### config.mk
export PLATFORM = sky130hd
export DESIGN_NAME = tsq_ctrl
export DESIGN_NICKNAME = d
export VERILOG_FILES = /design/src/design/tsq_pkg.sv /design/src/design/tsq_ctrl.sv
export SDC_FILE = /design/constraint.sdc
export NUM_CORES = 1
export LEC_CHECK = 0
export BUFFER_PORTS_ARGS = -buffer_cell sky130_fd_sc_hd__buf_2
export CAP_MARGIN = 30
export CORE_MARGIN = 2
export CORE_UTILIZATION = 30
export DETAILED_ROUTE_END_ITERATION = 8
export PLACE_DENSITY = 0.6
export SLEW_MARGIN = 20
export SYNTH_ARGS = -nofsm -noshare
export SYNTH_HDL_FRONTEND = slang
export SYNTH_SLANG_ARGS = --single-unit
### constraint.sdc
create_clock -name clk -period 1.45 [get_ports clk]
set_input_delay 0.0725 -clock clk [delete_from_list [all_inputs] [get_ports clk]]
set_output_delay 0.0725 -clock clk [all_outputs]
set_load 0.05 [all_outputs]
### src/design/tsq_pkg.sv
// ----------------------------------------------------------------------------
// tsq_pkg
// Shared types for the two-stack queue: operation and status codes, result
// selection, and the command/status bundles between controller and datapath.
// ----------------------------------------------------------------------------
package tsq_pkg;

	// Operation codes carried by an input beat
	typedef enum logic [1:0] {
		OP_ENQ  = 2'd0,
		OP_DEQ  = 2'd1,
		OP_PEEK = 2'd2,
		OP_NOP  = 2'd3
	} op_t;

	// Status codes returned with each result beat
	typedef enum logic [1:0] {
		STS_OK    = 2'd0,
		STS_FULL  = 2'd1,
		STS_EMPTY = 2'd2
	} sts_code_t;

	// What the pending result register is loaded with
	typedef enum logic [1:0] {
		RES_OK    = 2'd0,
		RES_FULL  = 2'd1,
		RES_EMPTY = 2'd2,
		RES_DATA  = 2'd3
	} res_sel_t;

	// Controller -> datapath
	typedef struct packed {
		logic     latch_in;   // capture input beat
		logic     enq_write;  // push input word on input stack
		logic     xfer_rd;    // pop input stack (read issued)
		logic     xfer_wr;    // push read word on output stack
		logic     pop;        // drop top of output stack
		logic     set_res;    // load pending result
		res_sel_t res_sel;
		logic     load_out;   // move pending result to output register
	} tsq_cmd_t;

	// Datapath -> controller
	typedef struct packed {
		op_t  op;
		logic in_full;
		logic in_empty;
		logic out_empty;
	} tsq_sts_t;

endpackage

### src/design/tsq_ctrl.sv
// ----------------------------------------------------------------------------
// tsq_ctrl
// Controller for the two-stack queue: sequences enqueue, transfer, read and
// result handoff, and owns both channel handshakes.
// ----------------------------------------------------------------------------
module tsq_ctrl (
	input  logic              clk,
	input  logic              arst_n,
	input  logic              in_valid,
	output logic              in_ready,
	output logic              out_valid,
	input  logic              out_ready,
	input  tsq_pkg::tsq_sts_t sts,
	output tsq_pkg::tsq_cmd_t cmd
);
	import tsq_pkg::*;

	typedef enum logic [2:0] {
		ST_IDLE,
		ST_EXEC,
		ST_XFER,
		ST_READ,
		ST_DONE
	} state_t;

	state_t state_q;
	state_t state_d;
	logic   rd_pend_q;
	logic   out_valid_q;
	logic   out_free;

	assign out_free = !out_valid_q || out_ready;

	// next state and commands
	always_comb begin
		cmd     = '0;
		state_d = state_q;
		unique case (state_q)
			ST_IDLE: begin
				if (in_valid) begin
					cmd.latch_in = 1'b1;
					state_d      = ST_EXEC;
				end
			end
			ST_EXEC: begin
				unique case (sts.op)
					OP_ENQ: begin
						cmd.set_res   = 1'b1;
						cmd.res_sel   = sts.in_full ? RES_FULL : RES_OK;
						cmd.enq_write = !sts.in_full;
						state_d       = ST_DONE;
					end
					OP_DEQ, OP_PEEK: begin
						if (!sts.out_empty) begin
							// top address already on the read port
							state_d = ST_READ;
						end else if (!sts.in_empty) begin
							state_d = ST_XFER;
						end else begin
							cmd.set_res = 1'b1;
							cmd.res_sel = RES_EMPTY;
							state_d     = ST_DONE;
						end
					end
					default: begin
						cmd.set_res = 1'b1;
						cmd.res_sel = RES_OK;
						state_d     = ST_DONE;
					end
				endcase
			end
			ST_XFER: begin
				// pop input stack and push previous read word, overlapped
				cmd.xfer_rd = !sts.in_empty;
				cmd.xfer_wr = rd_pend_q;
				if (sts.in_empty && !rd_pend_q) begin
					state_d = ST_EXEC;
				end
			end
			ST_READ: begin
				cmd.set_res = 1'b1;
				cmd.res_sel = RES_DATA;
				cmd.pop     = (sts.op == OP_DEQ);
				state_d     = ST_DONE;
			end
			ST_DONE: begin
				if (out_free) begin
					cmd.load_out = 1'b1;
					state_d      = ST_IDLE;
				end
			end
			default: state_d = ST_IDLE;
		endcase
	end

	// state and registered handshake outputs
	always_ff @(posedge clk or negedge arst_n) begin
		if (!arst_n) begin
			state_q     <= ST_IDLE;
			rd_pend_q   <= 1'b0;
			out_valid_q <= 1'b0;
		end else begin
			state_q   <= state_d;
			rd_pend_q <= (state_q == ST_XFER) && cmd.xfer_rd;
			if (cmd.load_out) begin
				out_valid_q <= 1'b1;
			end else if (out_ready) begin
				out_valid_q <= 1'b0;
			end
		end
	end

	assign in_ready  = (state_q == ST_IDLE);
	assign out_valid = out_valid_q;

endmodule

* After elaboration in Yosys (flattened, before gate mapping)
Cells that the tools add are included.
Storage, ports and cells: logic and storage cells 46, ROM bits 0, flip-flop bits (word level) 5, output and inout port bits 11, latch bits 0, bits in writable memories 0, memories kept 0
Cells by class: add/sub/neg operators 0, shifts and indexed selects 0, muxes and demuxes 22, magnitude comparators 0, multiply operators 0, bitwise logic cells 0, div/mod/pow operators 0, reduce and logical (&&, ||, !) cells 12, eq/ne operators 9
Operators with widths (number):
- 3-bit two-way mux | 8
- 3-bit case mux with 5 select lines | 1
- 3-bit case mux with 2 select lines | 2
- 1-bit two-way mux | 10
- 3-bit by 2-bit == test with 1-bit output (second input constant) | 2
- 2-bit != test (second input constant) | 3
- 1-bit logical NOT | 4
- 3-bit by 1-bit == test with 1-bit output (second input constant) | 1
- 3-bit == test (second input constant) | 1
- 3-bit logical NOT | 1
- 3-bit AND reduction | 1
- 2-bit by 1-bit == test with 1-bit output (second input constant) | 1
- 2-bit == test (second input constant) | 1
- 1-bit logical AND | 2
- 2-bit logical NOT | 1
- 2-bit two-way mux | 1
- 2-bit nonzero test | 1
- 2-bit OR reduction | 1
- 1-bit logical OR | 1

* Longest topological paths before layout
Gate-level depths: netlist of run 1.
depth in word-level cells 5, mapped depth 5, depth with buffers taken out 5

* Least setup slack after synthesis of run 1
No wires, ideal clock.
path kind register to register, start point register state_q[0], end point register rd_pend_q, path buffers 1, arrival 2.273 ns, slack -1.123 ns, stages on the path, launching flop included 3, clock period less this slack 2.573 ns, cell sequence dfrtp_1 buf_6 nor4b_1
RTL lines:
- from (decl) | RTL line tsq_ctrl.sv:26 | state_t state_q;
- from (signal assigned) | RTL line tsq_ctrl.sv:103 | state_q <= state_d;
- to (signal assigned) | RTL line tsq_ctrl.sv:104 | rd_pend_q <= (state_q == ST_XFER) && cmd.xfer_rd;
- to (decl) | RTL line tsq_ctrl.sv:28 | logic rd_pend_q;

==> results of run 1 <==
-- cells by family after synthesis --
kind of cell	count (synthesis)	synth area share, %
flip-flops	5	28.5
AO/OA/AOI/OAI	5	6.84
adder cells (fa/ha/maj)	3	8.55
AND/OR/NAND/NOR	27	48.1
buffers and inverters	6	7.98
-- cell usage in the layout (no fill, tap or decap), drive strengths merged, types with 2 or more instances in the layout --
cell    netlist  final
nand2         3      3
clkbuf        1      5
buf           2     22
inv           3      3
nor3          3      3
nand2b        3      3
a21oi         2      2
ha            3      3
and3          2      2
nor4b         2      2
and4bb        2      2
dfrtp         5      5
nor2          4      4
-- how the worst min path moves through the flow --
stage | depth (start not counted) | end | slack (ns) | start
floorplan | 0 | out_valid | -0.22 | arst_n
global placement | 1 | out_valid | -0.11 | arst_n
detailed placement | 1 | state_q[2] | -0.11 | arst_n
CTS | 2 | rd_pend_q | 0.08 | sts[1]
global route | 2 | rd_pend_q | 0.09 | sts[1]
finish | 2 | rd_pend_q | 0.09 | sts[1]
-- through the flow --
step | std cells | utilization (%)
6_report | 86 | 52.5
4_1_cts | 85 | 49.5
3_3_place_gp | 80 | 45.3
3_5_place_dp | 80 | 45.3
5_1_grt | 86 | 52.5
2_1_floorplan | 46 | -
-- routing by layer --
metal	vias to the layer above	share of wire, %
li1	216	-
met1	192	42
met2	12	52
met3	0	5.5
met4	0	0
met5	-	0
-- layout make-up --
cell class	count	area, um2
clock buffer	4	26.3
fill	135	633
inverter	3	11.3
multi-input combinational	35	334
sequential	5	129
tap	15	18.8
timing repair buffer	24	181
-- power groups by stage --
stage          Sequential [W]  Clock [W]  Combinational (W)
3_3_place_gp         0.000284          0           0.000837
6_report             0.000299   0.000165           0.000932
4_1_cts              0.000292   0.000169           0.000875
5_1_grt              0.000310   0.000181           0.000995
2_1_floorplan        0.000283          0           0.000662
3_5_place_dp         0.000289          0           0.000835
-- state kept, by name, summed over array words and instances, names as in the netlist --
register,cells
rd_pend_q,1
state_q,3
out_valid,1
-- timing repair --
| item | in CTS | in global routing |
|---|---|---|
| setup buffers | 0 | 1 |
| hold buffers | 1 | 0 |
| gates resized for setup | 8 | 11 |
| endpoints found under the hold margin | 5 | 0 |
| pin swaps | 0 | 0 |
| setup endpoints to repair | 7 | 8 |
-- worst register-to-register path, stage by stage (launching register included) --
cell and delay, ns:
sky130_fd_sc_hd__dfrtp_2 0.48, sky130_fd_sc_hd__buf_6 0.15, sky130_fd_sc_hd__buf_4 0.13, sky130_fd_sc_hd__and4bb_1 0.19, sky130_fd_sc_hd__nor3_2 0.18, sky130_fd_sc_hd__nor2_2 0.05
==> run summary, run 1 <==
STATUS
----------------------------------------------------------------------------------------------------
Outcome                                                                                    completed

DIE
----------------------------------------------------------------------------------------------------
Num rows                                                                                          13
Core area                                                                                   1330 um2
Area enclosed by the die boundary                                                           1790 um2
Top-level port count                                                                              20
Height of the chip                                                                           42.3 um
Overall die width                                                                            42.3 um
Initial standard-cell utilization of the core                                                  32.9%

CRITICAL PATH
----------------------------------------------------------------------------------------------------
Path depth of the worst reg2reg path                                                               5
Category of the worst setup path launch point                                               register
Worst setup path endpoint                                                                     cmd[7]
CP Depth                                                                                           3
Worst path arrival time                                                                      1.35 ns
Buffering stage count on the worst path with inverters included                                    1
Critical-path maximum fanout                                                                       5
Cell at the slowest stage of the critical path                                          sky130_fd_sc_hd__dfrtp_2
Launching point of the worst reg2reg path                                                 state_q[0]
Critical path cell sequence                                                             nand2b_4 -> nor4b_4 -> buf_6
Start point of the critical path                                                          state_q[2]
Reg-to-Reg End                                                                            state_q[0]
Endpoint type of the worst setup path                                                     output pin
Type of the setup path with the least slack                                             register to output pin
Worst-case register-to-register setup slack                                                  0.16 ns
Largest delay share family, worst path                                                    flip-flops
Maximum cell stage delay along the critical path                                             0.45 ns
Worst EP required                                                                            1.38 ns

PWR
----------------------------------------------------------------------------------------------------
Fraction of power spent switching nets                                                         51.1%
Share of total power in combinational logic                                                    66.7%
Power share of the clock group                                                                 11.8%
Sequential power share                                                                         21.4%
Overall Power                                                                              0.00140 W
Leakage power                                                                               0.336 nW
Power Internal                                                                            0.000683 W
Switching pwr                                                                             0.000713 W
P per Cell Area                                                                          1990 nW/um2
Largest vdd supply drop                                                                    0.00109 V

YOSYS
----------------------------------------------------------------------------------------------------
Cells after synthesis                                                                             46
Cell type with the largest total area after synthesis                                   sky130_fd_sc_hd__dfrtp_1
Prevailing post-synth register cell                                                     sky130_fd_sc_hd__dfrtp_1
Share of the yosys chip area belonging to registers                                            28.5%
Average instance area after synthesis                                                       9.55 um2
Nets in the synthesized netlist                                                                   58
Cell with the most instances after synthesis                                            sky130_fd_sc_hd__dfrtp_1
Main area contributors after synthesis                                                  sky130_fd_sc_hd__dfrtp_1 28%, sky130_fd_sc_hd__ha_1 8.5%, sky130_fd_sc_hd__nor4bb_4 5.7%
Summed instance area of the synthesized netlist                                              439 um2
YS warnings                                                                                        0
Total of flip-flops plus latches after synthesis                                                   5
Number of enable flip-flop cells after synthesis                                                   0
Area share of the leading cell type in the synthesized netlist                                 28.5%
Commonest cells in the synthesized netlist                                              5 x sky130_fd_sc_hd__dfrtp_1, 3 x sky130_fd_sc_hd__ha_1, 3 x sky130_fd_sc_hd__inv_1, 3 x sky130_fd_sc_hd__nand2_1, 3 x sky130_fd_sc_hd__nor2_1
Number of different library cells in the post-synthesis netlist                                   30
Post-synthesis async set-or-reset flop share                                                    100%

TIMING
----------------------------------------------------------------------------------------------------
Slew Viols, Final                                                                                  0
Clock period minus final worst setup slack                                                   1.42 ns
Slew of the pin with the lowest slew margin                                                 0.249 ns
Hold Fails Final Rpt                                                                               0
Total negative slack for setup checks                                                           0 ns
Post-route clock period utilization                                                            97.9%
Final clock skew                                                                           0.0106 ns
Worst hold-check slack                                                                     0.0862 ns
Fin worst setup slack                                                                      0.0299 ns
Count of final setup violators                                                                     0
RSZ-0062 raised after global routing                                                            true
Max frequency                                                                              0.704 GHz
Worst rel slew slack                                                                           83.5%

CLOCK TREE
----------------------------------------------------------------------------------------------------
H-tree depth reported by CTS                                                                       1
Latest clock arrival within the worst-skew pair                                              0.25 ns
TritonCTS Buffers                                                                                  3
Clk Tree Root Cell                                                                      sky130_fd_sc_hd__clkbuf_4
Clock net sink count                                                                               5
Worst-case clock buffer depth                                                                      2
Clock tree from TritonCTS                                                                        yes
Clock-pin slew reported for the worst setup and hold paths after clock tree synthesis        0.05 ns

PLACEMENT
----------------------------------------------------------------------------------------------------
Final RePlAce weighted congestion                                                              0.770
IO buf count                                                                                      19
Placement Setup Slack                                                                       0.134 ns
Area post-placement                                                                          604 um2
Final HPWL from detailed placement                                                            746 um

HOLD PATH
----------------------------------------------------------------------------------------------------
Worst min-delay path category                                                           input pin to register

ROUTE
----------------------------------------------------------------------------------------------------
Ratio of routed vias to standard cells                                                          4.88
Vias post-DR                                                                                     420
First-pass detailed-route iteration total                                                          1
ANT nets after route                                                                               0
Remaining design rule violation count                                                              0
Detailed-route wire length per cell                                                          11.7 um
Routed wire length                                                                           1010 um
DRT iter0 DRCs                                                                                     0

FLOW RUN
----------------------------------------------------------------------------------------------------
Count of max-cap constraint violations                                                             0

GLOBAL ROUTE
----------------------------------------------------------------------------------------------------
Pin count of the biggest net entering global routing                                              11
Met1 Use GR                                                                                    14.9%
Overall routing resource usage                                                                 13.0%
Initial antenna violation count                                                                    0
Most crowded layer after global routing                                                         met2
Via count of the first global-routing pass                                                       396
Met2 GRT Util                                                                                  21.2%
Global-route wire length before repair                                                       1720 um
Total congestion overflow                                                                          0
Met3 capacity usage during global routing                                                      5.17%

FINISH
----------------------------------------------------------------------------------------------------
Antenna cells                                                                                      0
Signed area change from the synthesized netlist to the final layout                            59.5%
Post-layout nets                                                                                  84
Finished layout cell area                                                                    701 um2
Share of post-route cells with drive strength above 1                                          57.7%

Power figures use the tool's default switching activity.
==> inputs of run 2 (changes only) <==
--- a/config.mk
+++ b/config.mk
@@ -12,2 +12,3 @@
 export DETAILED_ROUTE_END_ITERATION = 8
+export GPL_TIMING_DRIVEN = 0
 export PLACE_DENSITY = 0.6
@@ -17 +18,2 @@
 export SYNTH_SLANG_ARGS = --single-unit
+export TNS_END_PERCENT = 10
--- a/constraint.sdc
+++ b/constraint.sdc
@@ -3,2 +3,2 @@
 set_output_delay 0.0725 -clock clk [all_outputs]
-set_load 0.05 [all_outputs]
+set_load 0.01 [all_outputs]
==> run 2 against run 1 <==
  * Flip-flop and latch count unchanged
  * Critical path depth increased by 1
  * Clock-buffer cell count unchanged
  * Design area decreased by 14%
  * Total power decreased by 33%
  * Via count decreased by 1.4%
  * Global-route usage decreased by 0.30 points
  * Combinational power decreased by 46%
  * Sequential share of layout area increased by 2.8 points
  * Setup slack improved by 0.023 ns
  * Utilization decreased by 7.4 points
==> run summary, run 2 (synthesized netlist as in run 1, its figures left out) <==
STATUS
----------------------------------------------------------------------------------------------------
Outcome                                                                                    completed

TIMING
----------------------------------------------------------------------------------------------------
RSZ-0062 raised after global routing                                                           false
Fin worst setup slack                                                                      0.0527 ns   +0.0228 ns
Hold Fails Final Rpt                                                                               0   unchanged
Count of final setup violators                                                                     0   unchanged
Final clock skew                                                                          0.00911 ns   -0.00147 ns
Total negative slack for setup checks                                                           0 ns   unchanged
Slew Viols, Final                                                                                  0   unchanged
Slew of the pin with the lowest slew margin                                                 0.242 ns   -0.00747 ns
Worst hold-check slack                                                                     0.0640 ns   -0.0222 ns
Max frequency                                                                              0.716 GHz   +1.6%
Post-route clock period utilization                                                            96.4%   -1.6 points
Worst rel slew slack                                                                           83.8%   +0.26 points
Clock period minus final worst setup slack                                                   1.40 ns   -0.0228 ns

DIE
----------------------------------------------------------------------------------------------------
Height of the chip                                                                           42.3 um   unchanged
Area enclosed by the die boundary                                                           1790 um2   unchanged
Num rows                                                                                          13   unchanged
Initial standard-cell utilization of the core                                                  32.9%   unchanged
Core area                                                                                   1330 um2   unchanged
Overall die width                                                                            42.3 um   unchanged
Top-level port count                                                                              20   unchanged

GLOBAL ROUTE
----------------------------------------------------------------------------------------------------
Total congestion overflow                                                                          0   unchanged
Overall routing resource usage                                                                 12.7%   -0.30 points
Via count of the first global-routing pass                                                       418   +5.6%
Global-route wire length before repair                                                       1700 um   -0.81%
Initial antenna violation count                                                                    0   unchanged
Pin count of the biggest net entering global routing                                              11   unchanged

ROUTE
----------------------------------------------------------------------------------------------------
First-pass detailed-route iteration total                                                          3   +2
ANT nets after route                                                                               0   unchanged
DRT iter0 DRCs                                                                                     5   +5
Remaining design rule violation count                                                              0   unchanged
Routed wire length                                                                            999 um   -0.79%
Detailed-route wire length per cell                                                          11.9 um   +1.6%
Ratio of routed vias to standard cells                                                          4.93   +0.92%
Vias post-DR                                                                                     414   -1.4%

PLACEMENT
----------------------------------------------------------------------------------------------------
Placed Instances                                                                                  80   unchanged
IO buf count                                                                                      19   unchanged
Final HPWL from detailed placement                                                            728 um   -2.3%
Placement Setup Slack                                                                       0.244 ns   +0.110 ns
Final RePlAce weighted congestion                                                              0.718   -6.8%
Area post-placement                                                                          553 um2   -8.5%

FINISH
----------------------------------------------------------------------------------------------------
Share of post-route cells with drive strength above 1                                          47.8%   -9.9 points
Antenna cells                                                                                      0   unchanged
Leading cell type in the layout, fill and taps excluded                                 sky130_fd_sc_hd__buf_2
Finished layout cell area                                                                    602 um2   -14%
Flip-flop and latch area                                                                     128 um2   -0.97%
Signed area change from the synthesized netlist to the final layout                            37.0%
Non-filler instance count after layout                                                            84   -2.3%
Count of fill cells added during filler insertion                                                141   +4.4%
Post-layout nets                                                                                  82   -2.4%
Footprint of the multi-input gates                                                           294 um2   -12%
Max reg flops                                                                                      3   unchanged
Reg with most FFs                                                                            state_q

CLOCK TREE
----------------------------------------------------------------------------------------------------
Worst-case clock buffer depth                                                                      2   unchanged
Clock-pin slew reported for the worst setup and hold paths after clock tree synthesis        0.05 ns   about the same
Clock tree from TritonCTS                                                                        yes
Latest clock arrival within the worst-skew pair                                              0.25 ns   about the same
H-tree depth reported by CTS                                                                       1   unchanged
Setup fix buffers added after clock tree synthesis                                                 0   unchanged
Clk Tree Root Cell                                                                      sky130_fd_sc_hd__clkbuf_4
TritonCTS Buffers                                                                                  3   unchanged
Clock net sink count                                                                               5   unchanged

HOLD PATH
----------------------------------------------------------------------------------------------------
Sink of the worst hold path                                                                rd_pend_q
Source of the worst hold timing path                                                          sts[1]
Cell depth of the worst min-delay path                                                             2   unchanged
Worst min-delay path category                                                           input pin to register

CRITICAL PATH
----------------------------------------------------------------------------------------------------
Worst path arrival time                                                                      1.32 ns   -0.03 ns
Type of the setup path with the least slack                                             register to output pin
CP Depth                                                                                           4   +1
Largest delay share family, worst path                                                    flip-flops
Maximum cell stage delay along the critical path                                             0.41 ns   -0.04 ns
Critical path cell sequence                                                             buf_6 -> nor3_1 -> and2_1 -> buf_2
Launching point of the worst reg2reg path                                                 state_q[0]
Category of the worst setup path launch point                                               register
Reg-to-Reg End                                                                            state_q[0]
Critical-path maximum fanout                                                                      10   +5
Cell at the slowest stage of the critical path                                          sky130_fd_sc_hd__dfrtp_1
Buffering stage count on the worst path with inverters included                                    2   +1
Endpoint type of the worst setup path                                                     output pin
Worst-case register-to-register setup slack                                                  0.35 ns   +0.19 ns
Path depth of the worst reg2reg path                                                               4   -1
Worst EP required                                                                            1.38 ns   about the same

PWR
----------------------------------------------------------------------------------------------------
Largest vdd supply drop                                                                   0.000831 V   -24%
Leakage power                                                                               0.310 nW   -7.6%
P per Cell Area                                                                          1550 nW/um2   -22%

FLOW RUN
----------------------------------------------------------------------------------------------------
Count of max-cap constraint violations                                                             0   unchanged

run 2: cell types whose count changed in the layout (fill, tap and decap cells not counted), moves of 2 or more:
cell,previous run,this run
sky130_fd_sc_hd__buf_2,13,19
sky130_fd_sc_hd__buf_4,4,1
sky130_fd_sc_hd__nor3_4,2,0
sky130_fd_sc_hd__buf_6,3,1
sky130_fd_sc_hd__nor3_1,0,2
run 2: worst max path at each step:
stage,start,endpoint,slack (ns)
2_1_floorplan,state_q[0],rd_pend_q,0.18
3_3_place_gp,state_q[2],cmd[7],0.27
3_5_place_dp,state_q[0],cmd[6],0.24
4_1_cts,state_q[2],cmd[7],0.02
5_1_grt,state_q[1],cmd[7],0.003
6_report,state_q[0],cmd[8],0.05
run 2: final cells by class:
class	count	share of cell area [%]
clock buffer	4	4.37
sequential	5	21.2
multi-input combinational	35	48.9
tap	15	3.12
timing repair buffer	20	17.5
inverter	3	1.87
buffer	2	3.12
run 2: repair_timing:
action,4_1_cts,5_1_grt
endpoints found under the hold margin,5,0
endpoints found under the setup margin,1,1
pin swaps,0,1
resized for setup,2,3
hold buffers,1,0
run 2: worst register-to-register path, stage by stage (launching register included):
cell,delay [ns]
sky130_fd_sc_hd__dfrtp_1,0.41
sky130_fd_sc_hd__buf_6,0.16
sky130_fd_sc_hd__and4bb_1,0.20
sky130_fd_sc_hd__nor3_2,0.18
sky130_fd_sc_hd__nor2_2,0.04
run 2: per-stage QoR:
stage	power [W]	util [%]
3_3_place_gp	0.000754	41.5
2_1_floorplan	0.000607	-
6_report	0.000934	45.1
3_5_place_dp	0.000760	41.5
4_1_cts	0.000942	44.8
5_1_grt	0.00102	45.1
run 2: layer usage:
layer  part of all wire, %  up-vias  wire length (um)  track usage, %
met3                   5.4        2                54            6.47
met4                   1.4        0                14            5.63
met2                    53       12               527            19.4
met5                     0        -                 0               0
met1                    40      192               403            14.8
li1                      -      208                 -               -
run 2: report_power, final:
part | switching [W] | internal [W] | total, W
Combinational | 0.000257 | 0.000246 | 0.000504
Sequential | 0.0000703 | 0.000196 | 0.000266
Clock | 0.0000598 | 0.000104 | 0.000164
Total | 0.000388 | 0.000546 | 0.000934
